### src/ped_pkg.sv
// package for the percent escape decoder: decode modes, result word type,
// character constants and the hex digit lookup; no dependencies
`default_nettype none

package ped_pkg;

  typedef enum logic [1:0] {
    ModePlain   = 2'd0,
    ModePercent = 2'd1,
    ModeDigit   = 2'd2
  } ped_mode_e;

  typedef struct packed {
    logic [7:0] data;
    logic       has_byte;
    logic       last;
  } ped_word_t;

  typedef struct packed {
    logic       ok;
    logic [3:0] val;
  } ped_hex_t;

  localparam logic [7:0] PercentChar  = 8'h25;
  localparam logic [7:0] QuestionChar = 8'h3F;
  localparam int unsigned QueueDepth  = 3;
  localparam int unsigned CountWidth  = $clog2(QueueDepth + 1);

  function automatic ped_hex_t hex_value(input logic [7:0] c);
    ped_hex_t r;
    r.ok  = 1'b1;
    r.val = 4'd0;
    if (c inside {[8'h30:8'h39]}) begin
      r.val = 4'(c - 8'h30);
    end else if (c inside {[8'h41:8'h46]}) begin
      r.val = 4'(c - 8'h41 + 8'd10);
    end else if (c inside {[8'h61:8'h66]}) begin
      r.val = 4'(c - 8'h61 + 8'd10);
    end else begin
      r.ok = 1'b0;
    end
    return r;
  endfunction

endpackage

`default_nettype wire

### src/percent_escape_decoder_unit.sv
// percent escape decoder top level: decode logic and a three-word result queue
// depends on ped_pkg
//
// result words of an accepted byte pass through the registered queue to the output
// throughput: one byte per cycle while at most one word is queued; a byte that yields
//   two words can pull ready low even when the output side drains one word per cycle
// reset: asynchronous active low; clears the decode mode, the held digit and the queue
`default_nettype none

module percent_escape_decoder_unit (
  input  wire logic       clk_i,
  input  wire logic       rst_ni,
  input  wire logic       in_valid_i,
  output      logic       in_ready_o,
  input  wire logic [7:0] in_byte_i,
  input  wire logic       in_last_i,
  output      logic       out_valid_o,
  input  wire logic       out_ready_i,
  output      logic [7:0] out_byte_o,
  output      logic       out_has_byte_o,
  output      logic       out_last_o
);
  import ped_pkg::*;

  ped_mode_e             mode_q, mode_d;
  logic      [3:0]       nib_q, nib_d;
  ped_word_t             q_q [QueueDepth];
  ped_word_t             q_d [QueueDepth];
  logic [CountWidth-1:0] cnt_q, cnt_d, base;
  ped_word_t             r0, r1;
  logic      [1:0]       n_res;
  ped_hex_t              hex;
  logic                  push, pop;

  assign hex        = hex_value(in_byte_i);
  assign in_ready_o = (cnt_q <= CountWidth'(1));
  assign push       = in_valid_i && in_ready_o;
  assign pop        = out_valid_o && out_ready_i;

  // next state
  always_comb begin
    mode_d = mode_q;
    nib_d  = nib_q;
    case (mode_q)
      ModePercent: begin
        mode_d = ModePlain;
        if (!in_last_i) begin
          if (hex.ok) begin
            nib_d  = hex.val;
            mode_d = ModeDigit;
          end else if (in_byte_i == PercentChar) begin
            mode_d = ModePercent;
          end
        end
      end
      ModeDigit: begin
        mode_d = ModePlain;
        nib_d  = 4'd0;
      end
      default: begin
        mode_d = ModePlain;
        if (in_byte_i == PercentChar && !in_last_i) begin
          mode_d = ModePercent;
        end
      end
    endcase
    if (in_last_i) begin
      mode_d = ModePlain;
      nib_d  = 4'd0;
    end
  end

  // result words
  always_comb begin
    r0    = '{data: 8'd0, has_byte: 1'b0, last: 1'b1};
    r1    = '{data: in_byte_i, has_byte: 1'b1, last: 1'b0};
    n_res = 2'd0;
    case (mode_q)
      ModePercent: begin
        if (in_last_i) begin
          n_res = 2'd1;
        end else if (!hex.ok) begin
          r0    = '{data: PercentChar, has_byte: 1'b1, last: 1'b0};
          n_res = (in_byte_i == PercentChar) ? 2'd1 : 2'd2;
        end
      end
      ModeDigit: begin
        r0.data     = hex.ok ? {nib_q, hex.val} : QuestionChar;
        r0.has_byte = 1'b1;
        r0.last     = in_last_i;
        n_res       = 2'd1;
      end
      default: begin
        if (in_byte_i != PercentChar) begin
          r0    = '{data: in_byte_i, has_byte: 1'b1, last: in_last_i};
          n_res = 2'd1;
        end else if (in_last_i) begin
          n_res = 2'd1;
        end
      end
    endcase
  end

  // result queue
  always_comb begin
    base  = cnt_q - CountWidth'(pop);
    cnt_d = base;
    for (int i = 0; i < QueueDepth; i++) begin
      q_d[i] = q_q[i];
      if (pop && i < QueueDepth - 1) begin
        q_d[i] = q_q[i+1];
      end
      if (push && n_res != 2'd0 && base == CountWidth'(i)) begin
        q_d[i] = r0;
      end
      if (push && n_res == 2'd2 && base + CountWidth'(1) == CountWidth'(i)) begin
        q_d[i] = r1;
      end
    end
    if (push) begin
      cnt_d = base + CountWidth'(n_res);
    end
  end

  always_ff @(posedge clk_i or negedge rst_ni) begin
    if (!rst_ni) begin
      mode_q <= ModePlain;
      nib_q  <= 4'd0;
      cnt_q  <= '0;
    end else begin
      cnt_q <= cnt_d;
      if (push) begin
        mode_q <= mode_d;
        nib_q  <= nib_d;
      end
    end
  end

  always_ff @(posedge clk_i) begin
    for (int i = 0; i < QueueDepth; i++) begin
      q_q[i] <= q_d[i];
    end
  end

  assign out_valid_o    = (cnt_q != '0);
  assign out_byte_o     = q_q[0].data;
  assign out_has_byte_o = q_q[0].has_byte;
  assign out_last_o     = q_q[0].last;

  a_cnt_bound: assert property (@(posedge clk_i) disable iff (!rst_ni)
    cnt_q <= CountWidth'(QueueDepth))
    else $error("result queue overfilled");

  a_last_clears: assert property (@(posedge clk_i) disable iff (!rst_ni)
    (push && in_last_i) |=> (mode_q == ModePlain && nib_q == 4'd0))
    else $error("decode state not cleared after last byte");

  a_end_only: assert property (@(posedge clk_i) disable iff (!rst_ni)
    (out_valid_o && !out_has_byte_o) |-> (out_last_o && out_byte_o == 8'd0))
    else $error("end-only word malformed");

  a_pop_only: assert property (@(posedge clk_i) disable iff (!rst_ni)
    (pop && !push) |=> (cnt_q == $past(cnt_q) - CountWidth'(1)))
    else $error("queue count wrong after pop");

  a_push_grows: assert property (@(posedge clk_i) disable iff (!rst_ni)
    (push && !pop) |=> (cnt_q >= $past(cnt_q)))
    else $error("queue count shrank on push");

endmodule

`default_nettype wire
### config.mk
export PLATFORM = sky130hd
export DESIGN_NAME = percent_escape_decoder_unit
export DESIGN_NICKNAME = d
export VERILOG_FILES = /design/src/ped_pkg.sv /design/src/percent_escape_decoder_unit.sv
export SDC_FILE = /design/constraint.sdc
export NUM_CORES = 1
export LEC_CHECK = 0
export ABC_AREA = 0
export BUFFER_PORTS_ARGS = -buffer_cell sky130_fd_sc_hd__buf_4
export CELL_PAD_IN_SITES_DETAIL_PLACEMENT = 1
export CELL_PAD_IN_SITES_GLOBAL_PLACEMENT = 1
export CORE_MARGIN = 2
export CORE_UTILIZATION = 49
export DETAILED_ROUTE_END_ITERATION = 12
export GPL_TIMING_DRIVEN = 0
export PLACE_DENSITY_LB_ADDON = 0.3
export REMOVE_ABC_BUFFERS = 1
export SKIP_CTS_REPAIR_TIMING = 1
export SYNTH_ARGS = -nofsm -noshare
export SYNTH_HDL_FRONTEND = slang
export SYNTH_SLANG_ARGS = --single-unit
### constraint.sdc
create_clock -name clk_i -period 4.8 [get_ports clk_i]
set_clock_uncertainty 0.2 [all_clocks]
set_input_delay 0.24 -clock clk_i [delete_from_list [all_inputs] [get_ports clk_i]]
set_output_delay 0.24 -clock clk_i [all_outputs]
set_load 0.05 [all_outputs]
* Word-level counts from Yosys, hierarchy flattened
Memory sizes are Yosys's and may differ from the RTL's.
Index checks and enable logic that the tools add are counted.
Widths: inputs -> output; s select.
** Operators by class
- Add/subtract/negate cells :: 8
- $lt $le $gt $ge :: 7
- Equal/unequal tests :: 10
- Mux-type cells :: 34
- Reduce and logical (&&, ||, !) cells :: 21
** Operators with widths (number)
- $mux 10 :: 9
- $mux 8 :: 3
- $mux 4 :: 5
- $pmux 10 s2 :: 1
- $ge 8x7->1 const B :: 2
- $le 8x7->1 const B :: 2
- $logic_and 1x1->1 :: 14
- $mux 2 :: 6
- $sub 4x1->4 const B :: 3
- $add 4x4->4 const B :: 2
- $eq 2x2->1 const B :: 4
- $eq 8x6->1 const B :: 1
- $ge 8x6->1 const B :: 1
- $le 8x6->1 const B :: 1
- $ne 8x6->1 const B :: 1
- $pmux 2 s2 :: 2
- $pmux 4 s2 :: 1
- $mux 1 :: 7
- $eq 2x1->1 const B :: 3
- $logic_not 2->1 :: 2
- $reduce_bool 2->1 :: 2
- $ne 3x3->1 const B :: 1
- $reduce_and 3->1 :: 1
- $reduce_bool 3->1 :: 1
- other kinds (5) :: 5
** Word-level totals
- Flip-flop bits (word level) :: 8
- Memory bits (writable) :: 30
- Input port bits :: 13
- Output and inout bits :: 12
- Logic and storage cells :: 84
- Memories kept :: 1
** Memories
- q_q :: words 3, width 10, read ports 3, clocked after memory_dff 0, wr ports 3, RTL line percent_escape_decoder_unit.sv:27 : ped_word_t q_q [QueueDepth];

* Depth between registers and ports, before layout
- Word-level depth :: 13
- Mapped depth :: 12
- Depth with buffers taken out :: 11

* Worst setup path after synthesis
Ideal clock, no wire load.
- Path type :: flip-flop to flip-flop
- Start point :: register, netlist name cnt_q[1]
- End point :: memory q_q[0][2] (netlist name), enable pin
- Setup time :: 308 ps
- Arrival :: 2822 ps
- Required time :: 4292 ps
- Setup slack :: 1470 ps
- Cell stages (with the launch flop) :: 11
- Buffers on the path :: 0
- Clock period less this slack :: 3330 ps
- Path through :: dfrtp_1 > inv_1 > nand2_1 > nand2_1 > inv_1 > ha_1 > nand2_1 > nor2_1 > o21a_1 > nor2_1 > nand2_1
** RTL lines (RTL line)
- end: declaration :: percent_escape_decoder_unit.sv:27

==> metrics <==
commonest non-fill, non-tap cell in the layout=nor2_1; RSZ-0062 raised after global routing=no; top cell type by total area after synthesis=edfxtp_1; number of global-route vias before repair=a little over 2k; root buffer cell=clkbuf_8; drt total wl=~6.6 mm; vias=between 2k and 2.5k; first-pass GRT wire length=10.58 mm; area taken by multi-input logic gates=1152 µm²; antenna fix cells=0; cells along the critical path=inv_1, ha_1, inv_1, nor4_1, a211oi_2, o2111ai_1, o31a_1, nand2_1; Worst Path Required=4.56 ns; Final Setup Violations=0; Worst-Margin Slew=1.237 ns; placer congestion estimate=0.8220; largest net degree at the start of global routing=15; Comb pwr share=about two fifths; Die H=about 74 µm; Starting Density=50.77%; Switch Pwr=about 0.00057 W; fmax=235.7 MHz; area share of the largest cell type after synthesis=~30%; ranking of synthesized cells by area=edfxtp_1, dfrtp_1, a221o_1; max cap viols=0; row count=25; Mapped Cells=247; final cycle utilization of the critical path=slightly below 90%; internal power=slightly below 0.0009 W; mean post-synth cell area=9.645 µm²; final setup TNS=0 ns; Clock H-tree levels=2; I/O Pins=25; most used cell, CP=inv_1; Worst-Skew Late Latency=roughly 0.30 ns; sequential share of power=between 30% and 40%; LEAKAGE=roughly 1.1 nW; final hold viol count=0; min Tclk post-route=roughly 4.2 ns; filler instances=554; hold crit path type=input pin to flop; sequential share of the synthesized area=between 40% and 50%; share of layout cells above drive strength 1=14.73%; synthesized area=about 2400 µm²; GR Overflow Total=0; register area=about 1000 µm²; Max FO, Critical Path=14; register bit count reported by yosys=38; Worst setup SP type=flop; ys async rst share=approximately a fifth; clk slew on worst S/H paths=about 0.08 ns; Clk network pwr share=22.5%; Max stage delay cell, worst path=o2111ai_1; Layout area overhead=10.35%; Nets=around 280; overall routing resource usage=between 20% and 30%; maximum vdd drop=around 0.19 mV; TritonCTS Buffers=5; DR iter-0 viols=around 190; Sw Ratio=about two fifths; slack of the critical path=approximately 0.56 ns; Antenna Nets Post-Route=0; CTS tree=yes; WL/cell=21.03 µm; dpl hpwl=roughly 4.7 mm; drt first pass iters=4; full die area=5435 µm²; Remaining DRCs=0; number of synthesized flops with an enable pin=24; Num Clock Sinks=38; crit end category=flop; slowest stage delay, CP=1.01 ns; relative max-transition margin=roughly 17%; Final Max Tran Viols=0; pre-CTS WS=between 0.5 and 0.6 ns; Die X-Extent=approximately 74 µm; CTS Buffer Depth=2; input/output buffers=24; vias per cell=6.574; Distinct cells, synth=56; critical path type=flop to flop; Critical Path AT=approximately 4.0 ns; status=finished, final reports clean; most frequent cells in the layout=nor2_1, nand2_1, buf_4, edfxtp_1; Most used DFF post-synth=edfxtp_1; core area=about 4700 µm²; Ys Warns=0; initial antenna violation count=0; Pwr Density=around 550 nW/µm²
-- layout make-up --
cell class	count	share of cell area, %
clock buffer	5	2.618
sequential	38	39.60
timing repair buffer	25	7.235
multi-input combinational	175	43.84
inverter	12	1.713
clock inverter	3	2.427
tap	54	2.570
-- power groups by stage --
stage	clock network, W	registers (W)	logic, W
2_1_floorplan	0	0.000664	0.000289
3_3_place_gp	0	0.000523	0.000587
3_5_place_dp	0	0.000531	0.000602
4_1_cts	0.000331	0.000524	0.000605
5_1_grt	0.000339	0.000534	0.000651
6_report	0.000327	0.000522	0.000604
-- worst max-delay path: cells and delay by family, from the launching register on --
| family | cells | cell delay, ns |
|---|---|---|
| simple gates | 2 | 0.79 |
| flops | 1 | 0.37 |
| fa+ha+maj | 1 | 0.54 |
| buf+inv | 2 | 0.27 |
| compound gates | 3 | 1.72 |
-- path summary, 6_finish.rpt --
kind / start / end / slack (ns) / depth (start not counted)
min reg2reg: nib_q[2] / nib_q[2] / 0.30 / 2
max: mode_q[0] / q_q[0][12] / 0.56 / 8
max in group asynchronous: rst_ni / nib_q[3] / 4.16 / 2
min in group asynchronous: rst_ni / nib_q[1] / 0.11 / 2
max reg2reg: mode_q[0] / q_q[0][12] / 0.56 / 8
min: in_valid_i / cnt_q[1] / 0.05 / 3
-- layer usage --
| layer | part of all wire, % | wire length, µm | global-route usage (%) | vias up |
|---|---|---|---|---|
| met5 | 0 | 0 | 0 | - |
| met4 | 2.4 | 160 | 9.091 | 0 |
| met3 | 4.5 | 296 | 4.664 | 17 |
| met2 | 49 | 3230 | 44.25 | 63 |
| met1 | 44 | 2874 | 33.42 | 1028 |
| li1 | - | - | - | 943 |
-- stage by stage --
step	hold WS, ns	instances	total power, W	utilization [%]	instance area [µm²]
2_1_floorplan	-0.2556	225	0.0009529	-	2238
3_3_place_gp	-0.1373	303	0.001110	52.99	2486
3_5_place_dp	-0.1337	303	0.001133	52.99	2486
4_1_cts	-0.4585	311	0.001459	55.81	2619
5_1_grt	0.08057	312	0.001524	56.03	2629
6_report	0.04929	312	0.001453	56.03	2629
-- synthesized netlist by cell type (5+ instances only) --
cell type   n
clkbuf_1    9
dfxtp_1     6
nor2_1     27
mux2i_1     5
a21oi_1     8
ha_1        7
nand2_1    26
nor3_1      5
a221o_1    16
inv_1      12
o21ai_0    16
edfxtp_1   24
dfrtp_1     8
buf_4       8
-- cell families after synthesis --
group / synth area share [%]
AO/OA/AOI/OAI: 22.43
AND/OR/NAND/NOR: 19.06
multiplexers: 2.101
XOR/XNOR: 1.103
adder cells (fa/ha/maj): 3.676
buffers and inverters: 7.930
flip-flops: 43.70
-- sequential cells by signal, indices dropped and copies added (netlist names) --
name    cells
q_q        30
nib_q       4
cnt_q       2
mode_q      2
Note: power is estimated with default switching activity, not from simulation.
